==> src/design/fbcp_pkg.sv <==
// ----------------------------------------------------------------------------
// fbcp_pkg
// Shared types and constants for the framebuffer circle plotter: action codes,
// error term type and the command/status bundles between controller and
// datapath.
// ----------------------------------------------------------------------------
package fbcp_pkg;

  // Action codes carried in the low bits of the input transaction
  localparam logic [2:0] ACT_SET    = 3'd0;
  localparam logic [2:0] ACT_CLR    = 3'd1;
  localparam logic [2:0] ACT_CIRCLE = 3'd2;
  localparam logic [2:0] ACT_WIPE   = 3'd3;
  localparam logic [2:0] ACT_READ   = 3'd4;

  // Input field widths
  localparam int ACTION_W = 3;
  localparam int POS_X_W  = 7;
  localparam int POS_Y_W  = 5;
  localparam int RADIUS_W = 6;
  localparam int INDEX_W  = 9;
  localparam int IN_W     = 32;
  localparam int OUT_W    = 8;

  // Midpoint error term, wide enough for any radius up to 63
  typedef logic signed [9:0] err_t;

  // Controller -> datapath commands
  typedef struct packed {
    logic load;      // capture input transaction
    logic pt_rd;     // compute point address, read its byte
    logic pt_wr;     // write modified byte back
    logic pt_next;   // advance to next symmetric point
    logic step;      // advance midpoint error term
    logic clr_wr;    // write zero at sweep address
    logic rd_issue;  // read byte for read action
    logic rd_cap;    // capture read byte
    logic fin_load;  // load result into output register
  } cmd_t;

  // Datapath -> controller status
  typedef struct packed {
    logic [2:0] action;  // action field of the offered transaction
    logic       last_pt; // current point is the last of its group
    logic       a_lt_b;  // circle still has steps to go
    logic       clr_last; // sweep is at its last byte
  } sts_t;

endpackage

==> src/design/framebuffer_circle_plotter.sv <==
// ----------------------------------------------------------------------------
// framebuffer_circle_plotter
// Monochrome page-organised framebuffer with pixel set/clear, midpoint
// circle outline, full clear and byte read, on stream-style channels.
// ----------------------------------------------------------------------------
// One transaction is processed at a time; every transaction gives exactly one
// result. Pixel (x, y) sits in byte (y/8)*DISPLAY_WIDTH + x at bit y%8.
// A circle takes S midpoint steps (about 0.71 times the radius). Every
// plotted point is a read-modify-write of the frame store: a read state and
// then a write state, and points are not overlapped. After reset the block
// runs a clearing pass over all DISPLAY_WIDTH*DISPLAY_PAGES bytes (512 by
// default) before in_tready rises. A finished result waits in the output
// register while the next transaction is accepted.
// ----------------------------------------------------------------------------
module framebuffer_circle_plotter #(
  parameter int DISPLAY_WIDTH = 128,
  parameter int DISPLAY_PAGES = 4
) (
  input  logic        clk,
  input  logic        rst_n,
  // input channel
  input  logic        in_tvalid,
  output logic        in_tready,
  input  logic [31:0] in_tdata,   // action[2:0], pos_x[9:3], pos_y[14:10],
                                  // radius[20:15], byte_index[29:21], zero[31:30]
  // result channel
  output logic        out_tvalid,
  input  logic        out_tready,
  output logic [7:0]  out_tdata   // read_data[7:0]
);

  fbcp_pkg::cmd_t cmd;
  fbcp_pkg::sts_t sts;

  // Sequencer
  fbcp_ctrl u_ctrl (
    .clk        (clk),
    .rst_n      (rst_n),
    .in_tvalid  (in_tvalid),
    .in_tready  (in_tready),
    .out_tvalid (out_tvalid),
    .out_tready (out_tready),
    .sts        (sts),
    .cmd        (cmd)
  );

  // Frame store and arithmetic
  fbcp_datapath #(
    .DISPLAY_WIDTH (DISPLAY_WIDTH),
    .DISPLAY_PAGES (DISPLAY_PAGES)
  ) u_datapath (
    .clk       (clk),
    .rst_n     (rst_n),
    .cmd       (cmd),
    .sts       (sts),
    .in_tdata  (in_tdata),
    .out_tdata (out_tdata)
  );

endmodule

==> src/design/fbcp_ram.sv <==
// ----------------------------------------------------------------------------
// fbcp_ram
// Generic simple dual-port RAM: one write port, one read port with
// registered read data.
// ----------------------------------------------------------------------------
module fbcp_ram #(
  parameter int WIDTH = 8,
  parameter int DEPTH = 512,
  localparam int AW = $clog2(DEPTH)
) (
  input  logic             clk,
  input  logic             we,
  input  logic [AW-1:0]    waddr,
  input  logic [WIDTH-1:0] wdata,
  input  logic             re,
  input  logic [AW-1:0]    raddr,
  output logic [WIDTH-1:0] rdata
);

  logic [WIDTH-1:0] mem [DEPTH];

  // write port
  always_ff @(posedge clk) begin
    if (we) begin
      mem[waddr] <= wdata;
    end
  end

  // registered read port
  always_ff @(posedge clk) begin
    if (re) begin
      rdata <= mem[raddr];
    end
  end

endmodule

==> src/design/fbcp_ctrl.sv <==
// ----------------------------------------------------------------------------
// fbcp_ctrl
// Controller for the framebuffer circle plotter: sequences the clearing
// sweep, pixel read-modify-writes, circle steps, byte reads and the output
// handshake.
// ----------------------------------------------------------------------------
module fbcp_ctrl (
  input  logic           clk,
  input  logic           rst_n,
  input  logic           in_tvalid,
  output logic           in_tready,
  output logic           out_tvalid,
  input  logic           out_tready,
  input  fbcp_pkg::sts_t sts,
  output fbcp_pkg::cmd_t cmd
);

  typedef enum logic [2:0] {
    S_CLR,
    S_IDLE,
    S_PT_RD,
    S_PT_WR,
    S_STEP,
    S_RD,
    S_RD_DATA,
    S_FIN
  } state_t;

  state_t state_r, state_nxt;
  logic   out_valid_r, out_valid_nxt;
  logic   clr_item_r, clr_item_nxt;   // sweep was started by a transaction
  logic   accept;
  logic   out_free;

  assign in_tready  = (state_r == S_IDLE);
  assign out_tvalid = out_valid_r;
  assign accept     = in_tvalid && in_tready;
  assign out_free   = !out_valid_r || out_tready;

  // Commands and next state
  always_comb begin
    cmd           = '0;
    state_nxt     = state_r;
    clr_item_nxt  = clr_item_r;
    out_valid_nxt = out_valid_r;
    if (out_tready) begin
      out_valid_nxt = 1'b0;
    end
    case (state_r)
      S_CLR: begin
        cmd.clr_wr = 1'b1;
        if (sts.clr_last) begin
          state_nxt = clr_item_r ? S_FIN : S_IDLE;
        end
      end
      S_IDLE: begin
        if (accept) begin
          cmd.load = 1'b1;
          case (sts.action)
            fbcp_pkg::ACT_SET, fbcp_pkg::ACT_CLR, fbcp_pkg::ACT_CIRCLE: begin
              state_nxt = S_PT_RD;
            end
            fbcp_pkg::ACT_WIPE: begin
              clr_item_nxt = 1'b1;
              state_nxt    = S_CLR;
            end
            fbcp_pkg::ACT_READ: begin
              state_nxt = S_RD;
            end
            default: begin
              state_nxt = S_FIN;
            end
          endcase
        end
      end
      S_PT_RD: begin
        cmd.pt_rd = 1'b1;
        state_nxt = S_PT_WR;
      end
      S_PT_WR: begin
        cmd.pt_wr = 1'b1;
        if (!sts.last_pt) begin
          cmd.pt_next = 1'b1;
          state_nxt   = S_PT_RD;
        end else if (sts.a_lt_b) begin
          state_nxt = S_STEP;
        end else begin
          state_nxt = S_FIN;
        end
      end
      S_STEP: begin
        cmd.step  = 1'b1;
        state_nxt = S_PT_RD;
      end
      S_RD: begin
        cmd.rd_issue = 1'b1;
        state_nxt    = S_RD_DATA;
      end
      S_RD_DATA: begin
        cmd.rd_cap = 1'b1;
        state_nxt  = S_FIN;
      end
      S_FIN: begin
        if (out_free) begin
          cmd.fin_load  = 1'b1;
          out_valid_nxt = 1'b1;
          state_nxt     = S_IDLE;
        end
      end
      default: begin
        state_nxt = S_IDLE;
      end
    endcase
  end

  // State and registered outputs; reset starts the clearing sweep
  always_ff @(posedge clk) begin
    if (!rst_n) begin
      state_r     <= S_CLR;
      out_valid_r <= 1'b0;
      clr_item_r  <= 1'b0;
    end else begin
      state_r     <= state_nxt;
      out_valid_r <= out_valid_nxt;
      clr_item_r  <= (state_nxt == S_CLR) ? clr_item_nxt : 1'b0;
    end
  end

endmodule

==> src/design/fbcp_datapath.sv <==
// ----------------------------------------------------------------------------
// fbcp_datapath
// Datapath for the framebuffer circle plotter: midpoint error term, point
// address generation, read-modify-write of the frame store, clearing sweep
// and result register.
// ----------------------------------------------------------------------------
module fbcp_datapath #(
  parameter int DISPLAY_WIDTH = 128,
  parameter int DISPLAY_PAGES = 4
) (
  input  logic                       clk,
  input  logic                       rst_n,
  input  fbcp_pkg::cmd_t             cmd,
  output fbcp_pkg::sts_t             sts,
  input  logic [fbcp_pkg::IN_W-1:0]  in_tdata,
  output logic [fbcp_pkg::OUT_W-1:0] out_tdata
);

  localparam int DEPTH = DISPLAY_WIDTH * DISPLAY_PAGES;
  localparam int ROWS  = DISPLAY_PAGES * 8;
  localparam int AW    = $clog2(DEPTH);

  // Input fields
  logic [2:0] f_action;
  logic [6:0] f_pos_x;
  logic [4:0] f_pos_y;
  logic [5:0] f_radius;
  logic [8:0] f_index;

  assign f_action = in_tdata[2:0];
  assign f_pos_x  = in_tdata[9:3];
  assign f_pos_y  = in_tdata[14:10];
  assign f_radius = in_tdata[20:15];
  assign f_index  = in_tdata[29:21];

  // Item registers
  logic [7:0]      cx_r, cy_r;
  logic [5:0]      a_r, b_r;
  fbcp_pkg::err_t  f_r;
  logic            on_r;
  logic            single_r;
  logic [8:0]      idx_r;
  logic [2:0]      pt_r;
  logic [AW-1:0]   clr_cnt_r;
  logic [AW-1:0]   addr_r;
  logic [7:0]      mask_r;
  logic            ok_r;
  logic [7:0]      res_r;
  logic [7:0]      out_data_r;

  // RAM ports
  logic            ram_we;
  logic [AW-1:0]   ram_waddr;
  logic [7:0]      ram_wdata;
  logic            ram_re;
  logic [AW-1:0]   ram_raddr;
  logic [7:0]      ram_rdata;

  // Point address: offsets picked by point number, wrapped modulo 256
  logic [5:0]    u, v;
  logic [7:0]    dx, dy, px, py;
  logic [2:0]    page;
  logic          pt_ok;
  logic [AW-1:0] pt_addr;
  logic [7:0]    pt_mask;

  always_comb begin
    u       = pt_r[2] ? b_r : a_r;
    v       = pt_r[2] ? a_r : b_r;
    dx      = pt_r[0] ? (8'd0 - {2'b00, u}) : {2'b00, u};
    dy      = pt_r[1] ? (8'd0 - {2'b00, v}) : {2'b00, v};
    px      = cx_r + dx;
    py      = cy_r + dy;
    page    = py[5:3];
    pt_ok   = ({1'b0, px} < 9'(DISPLAY_WIDTH)) && ({1'b0, py} < 9'(ROWS));
    pt_addr = AW'(page) * AW'(DISPLAY_WIDTH) + AW'(px);
    pt_mask = 8'd1 << py[2:0];
  end

  // Midpoint error term step
  fbcp_pkg::err_t a2, b2, f_adj, f_nxt;
  logic           f_ge0;

  always_comb begin
    a2    = fbcp_pkg::err_t'({a_r, 1'b0});
    b2    = fbcp_pkg::err_t'({b_r, 1'b0});
    f_ge0 = (f_r >= 0);
    f_adj = f_ge0 ? (f_r - b2 + fbcp_pkg::err_t'(2)) : f_r;
    f_nxt = f_adj + a2 + fbcp_pkg::err_t'(3);
  end

  // Frame store port steering
  always_comb begin
    ram_re    = cmd.pt_rd || cmd.rd_issue;
    ram_raddr = cmd.pt_rd ? pt_addr : AW'(idx_r);
    ram_we    = (cmd.pt_wr && ok_r) || cmd.clr_wr;
    ram_waddr = cmd.clr_wr ? clr_cnt_r : addr_r;
    if (cmd.clr_wr) begin
      ram_wdata = 8'h00;
    end else if (on_r) begin
      ram_wdata = ram_rdata | mask_r;
    end else begin
      ram_wdata = ram_rdata & ~mask_r;
    end
  end

  fbcp_ram #(
    .WIDTH (8),
    .DEPTH (DEPTH)
  ) u_store (
    .clk   (clk),
    .we    (ram_we),
    .waddr (ram_waddr),
    .wdata (ram_wdata),
    .re    (ram_re),
    .raddr (ram_raddr),
    .rdata (ram_rdata)
  );

  // Status back to the controller
  assign sts.action   = f_action;
  assign sts.last_pt  = single_r || (pt_r == 3'd7);
  assign sts.a_lt_b   = (a_r < b_r);
  assign sts.clr_last = (clr_cnt_r == AW'(DEPTH - 1));

  // Sweep counter, back at zero after every sweep
  always_ff @(posedge clk) begin
    if (!rst_n) begin
      clr_cnt_r <= '0;
    end else if (cmd.clr_wr) begin
      clr_cnt_r <= sts.clr_last ? '0 : clr_cnt_r + 1'b1;
    end
  end

  // Item and circle registers
  always_ff @(posedge clk) begin
    if (cmd.load) begin
      cx_r     <= {1'b0, f_pos_x};
      cy_r     <= {3'b000, f_pos_y};
      a_r      <= '0;
      b_r      <= (f_action == fbcp_pkg::ACT_CIRCLE) ? f_radius : 6'd0;
      f_r      <= fbcp_pkg::err_t'(1) - fbcp_pkg::err_t'(f_radius);
      on_r     <= (f_action != fbcp_pkg::ACT_CLR);
      single_r <= (f_action != fbcp_pkg::ACT_CIRCLE);
      idx_r    <= f_index;
      pt_r     <= '0;
    end else if (cmd.step) begin
      f_r  <= f_nxt;
      a_r  <= a_r + 6'd1;
      b_r  <= f_ge0 ? b_r - 6'd1 : b_r;
      pt_r <= '0;
    end else if (cmd.pt_next) begin
      pt_r <= pt_r + 3'd1;
    end
  end

  // Point address and mask held across the read-modify-write
  always_ff @(posedge clk) begin
    if (cmd.pt_rd) begin
      addr_r <= pt_addr;
      mask_r <= pt_mask;
      ok_r   <= pt_ok;
    end
  end

  // Result and output registers
  always_ff @(posedge clk) begin
    if (cmd.load) begin
      res_r <= 8'h00;
    end else if (cmd.rd_cap) begin
      res_r <= (32'(idx_r) < DEPTH) ? ram_rdata : 8'h00;
    end
    if (cmd.fin_load) begin
      out_data_r <= res_r;
    end
  end

  assign out_tdata = out_data_r;

endmodule
==> config.mk <==
export PLATFORM = sky130hd
export DESIGN_NAME = framebuffer_circle_plotter
export DESIGN_NICKNAME = d
export VERILOG_FILES = /design/src/design/fbcp_pkg.sv /design/src/design/framebuffer_circle_plotter.sv /design/src/design/fbcp_ram.sv /design/src/design/fbcp_ctrl.sv /design/src/design/fbcp_datapath.sv
export SDC_FILE = /design/constraint.sdc
export NUM_CORES = 2
export LEC_CHECK = 0
export BUFFER_PORTS_ARGS = -buffer_cell sky130_fd_sc_hd__buf_2
export CAP_MARGIN = 25
export CORE_MARGIN = 10
export CORE_UTILIZATION = 25
export CTS_CLUSTER_SIZE = 8
export DETAILED_ROUTE_END_ITERATION = 7
export HOLD_SLACK_MARGIN = 0.08
export PLACE_DENSITY = 0.49
export SYNTH_ARGS = -nofsm -noshare
export SYNTH_HDL_FRONTEND = slang
export SYNTH_HIERARCHICAL = 1
export SYNTH_SLANG_ARGS = --single-unit
==> constraint.sdc <==
create_clock -name clk -period 18.74 [get_ports clk]
set_input_delay 3.748 -clock clk [delete_from_list [all_inputs] [get_ports clk]]
set_output_delay 3.748 -clock clk [all_outputs]
set_load 0.05 [all_outputs]
==> results.cfg <==
[sta]
slew_headroom_pct = -3.426
finClkSkew_ps = 72.41
min_period_ps = 8493
grt_setup_unrepaired = no
setup_viol_count_final = 0
fin_crit_sh_pct = 45.32
worst_pin_slew_ps = 1551
hold_violations = 0
slew_viol_final = 45
finalSetupTns_ps = 0
clock.fmax_mhz = 117.7

[floorplan]
die-width_um = 835.1
core_um2 = 662500
start_util_pct = 25.07
placementRows = 299
die_h_um = 835.1
die-area_um2 = 697400
ios = 46

[cells_and_area]
layout-drive-gt1-share_pct = 17.97
final_cells = 17870
nNetsFinal = 9006
area_growth_syn_to_layout_pct = 15.87

[setup_path]
slowest_stage = o21ai_1
cpMostUsedCell = buf_4
critical_path_class = flop to flop
worstPathArrival_ps = 9400
worst_ep_required_time_ps = 19650
cp_top_family = buffers and inverters
path_cells = inv_1 -> o21ai_0 -> inv_1 -> ha_1 -> mux2_2 -> fa_1 -> mux2_8 -> buf_4 -> buf_4 -> buf_4 -> buf_4 -> mux4_2 -> o22ai_1 -> a22oi_1 -> nand2_1 -> o21ai_1 -> o2111a_1
path_max_fanout = 57
r2r-start = u_datapath/a_r[0]$_SDFFE_PP0P_
worst-path-buf-inv = 6
worstSetupEndpointType = flop
max_stage_delay_ps = 930
timing.critical_path.from = u_datapath/a_r[0]$_SDFFE_PP0P_
cp-start-kind = flop

[synthesis]
synth_top_area_share_pct = 75.37
synthTopCellsByArea = edfxtp_1, mux4_2, mux2i_1
syn_inst = 8625
synth_fp_nets = 8719
synth_top_area_cell = edfxtp_1
yosys_warnings = 6
synth_common_cells = edfxtp_1, mux2i_1, mux4_2
synthesis.area_um2 = 166100
yosysMostFrequentCell = edfxtp_1
ys_ff_latch = 4200
syn_area_per_cell_um2 = 19.26
synth_seq_area_share_pct = 75.74
ys.flop_type = edfxtp_1
ys_types = 74
synth_edf_count = 4169
synthArstFlopShare_pct = 0

[global_routing]
grt_max_degree = 212
grt_pass1_vias = 87490
grt_pass1_wl_um = 650800
antenna_found_initial = 22
gr-total-overflow = 0
grt_usage_pct = 12.58

[detailed_routing]
ant_nets = 0
routed_wl_um = 459700
drc = 0
drt_iter0_drc = 8854
wl_per_cell_um = 25.72
vias = 85100
detailedRoute.firstPassIterationCount = 6
drt-vias-per-instance = 4.762

[clock_tree]
cts_tree = done
ctsHoldBuffers = 0
cts_setup_buffers = 0
cts_resized = 0
clock-root-buffer = clkbuf_16
clkSlewWorstSetupHoldPaths_ps = 50
h-tree-depth = 6
cts.sinks = 4200
clock_latency_ps = 1060
cts_made_buffers = 596
clockBufferDepth = 4

[min_path]
hold_start = u_datapath/res_r[4]$_SDFFE_PP0P_
hold_path_class = flop to flop

[pwr]
p_leak_nw = 60.86
p_per_area_nw_per_um2 = 126.3
vdd_drop_max_v = 0.00009638

[place]
dp.cells = 17180
io_buffers = 43
place_congestion = 0.7964
hpwl_um = 278900

[run_status]
violations = max-slew violations
status = finished with violations

[job]
cap_violations = 0
## logic make-up (layout without fill, tap and decap cells)
family                   count (synthesis)  in the layout  synth area share (%)
AO/OA/AOI/OAI                         1084           1084                 4.554
XOR/XNOR                                43             43                0.2350
adder cells (fa/ha/maj)                 58             58                0.4550
buffers and inverters                  577            935                 1.929
flip-flops                            4200           4200                 75.74
multiplexers                          1503           1503                 14.00
other                                    0              8                     0
AND/OR/NAND/NOR                       1160           1160                 3.085
## cell type report
| class | count | area (um2) |
|---|---|---|
| inverters | 36 | 142.6 |
| flip-flops and latches | 4200 | 125800 |
| repair buffers | 230 | 1974 |
| clock inverters | 35 | 476.7 |
| multi-input cells | 3848 | 37420 |
| diodes | 8 | 20.02 |
| well taps | 8879 | 11110 |
| clock buffers | 634 | 15510 |
| fillers | 64550 | 470100 |
## power breakdown
| group | leakage [nW] | internal (mW) | switching, mW | total, mW |
|---|---|---|---|---|
| sequential | 38.8 | 10.9 | 0.0631 | 11.0 |
| clock | 7.85 | 5.77 | 3.73 | 9.50 |
| combinational | 14.3 | 1.09 | 2.72 | 3.81 |
## flip-flops by register name, summed over array words and instances, names as in the netlist, 7 cells and up
name / flops
u_datapath/u_store/mem: 4096
u_datapath/f_r: 10
u_datapath/addr_r: 9
u_datapath/clr_cnt_r: 9
u_datapath/idx_r: 9
u_datapath/mask_r: 8
u_datapath/out_tdata: 8
u_datapath/res_r: 8
u_datapath/u_store/rdata: 8
u_datapath/cx_r: 7
## metrics by stage
step | worst slack [ps] | hold WS, ps | util, % | power (mW) | area [um2]
floorplan | 3397 | 407.6 | - | 13.70 | 166100
global placement | 10210 | 445.2 | 26.58 | 14.92 | 176100
detailed placement | 10180 | 439.1 | 26.60 | 15.00 | 176200
CTS | 10130 | 457.0 | 29.01 | 24.56 | 192200
global route | 9901 | 471.1 | 29.05 | 25.13 | 192500
finish | 10250 | 454.8 | 29.05 | 24.31 | 192500
## worst paths after layout
path / end / slack, ps / cells after the start
hold reg to reg: u_datapath/out_tdata[4]$_DFFE_PP_ / 450 / 0
setup reg to reg: u_datapath/u_store/rdata[7]$_DFFE_PP_ / 10250 / 17
hold / removal: u_datapath/out_tdata[4]$_DFFE_PP_ / 450 / 0
setup / recovery: u_datapath/u_store/rdata[7]$_DFFE_PP_ / 10250 / 17
## routing by layer
layer / up-vias / routed length [um] / global-route usage (%)
met4: 2 / 13560 / 3.747
li1: 35950 / - / -
met5: - / 13 / 0
met2: 3165 / 221600 / 20.87
met3: 683 / 31030 / 2.251
met1: 45300 / 193400 / 16.83
## worst reg2reg max path, delay by kind of cell (launching register included)
| family | cells | cell delay, ps |
|---|---|---|
| AOI/OAI and AO/OA | 5 | 2060 |
| adders and majority gates | 2 | 860 |
| buffers and inverters | 6 | 3580 |
| DFF | 1 | 460 |
| muxes | 3 | 1290 |
| and+or+nand+nor | 1 | 90 |
## cell usage in the layout (no fill, tap or decap), drive strengths merged, types with 31 or more instances in the layout
| cell type | count |
|---|---|
| a21oi | 216 |
| a22oi | 62 |
| buf | 229 |
| clkbuf | 635 |
| dfxtp | 31 |
| edfxtp | 4169 |
| ha | 54 |
| inv | 59 |
| mux2i | 826 |
| mux4 | 654 |
| nand2 | 151 |
| nand3 | 42 |
| nand4 | 37 |
| nor2 | 651 |
| nor3 | 123 |
| nor4 | 38 |
| o21ai | 153 |
| o221ai | 373 |
| o22ai | 169 |
No activity file was read; power rests on OpenSTA's default activity.
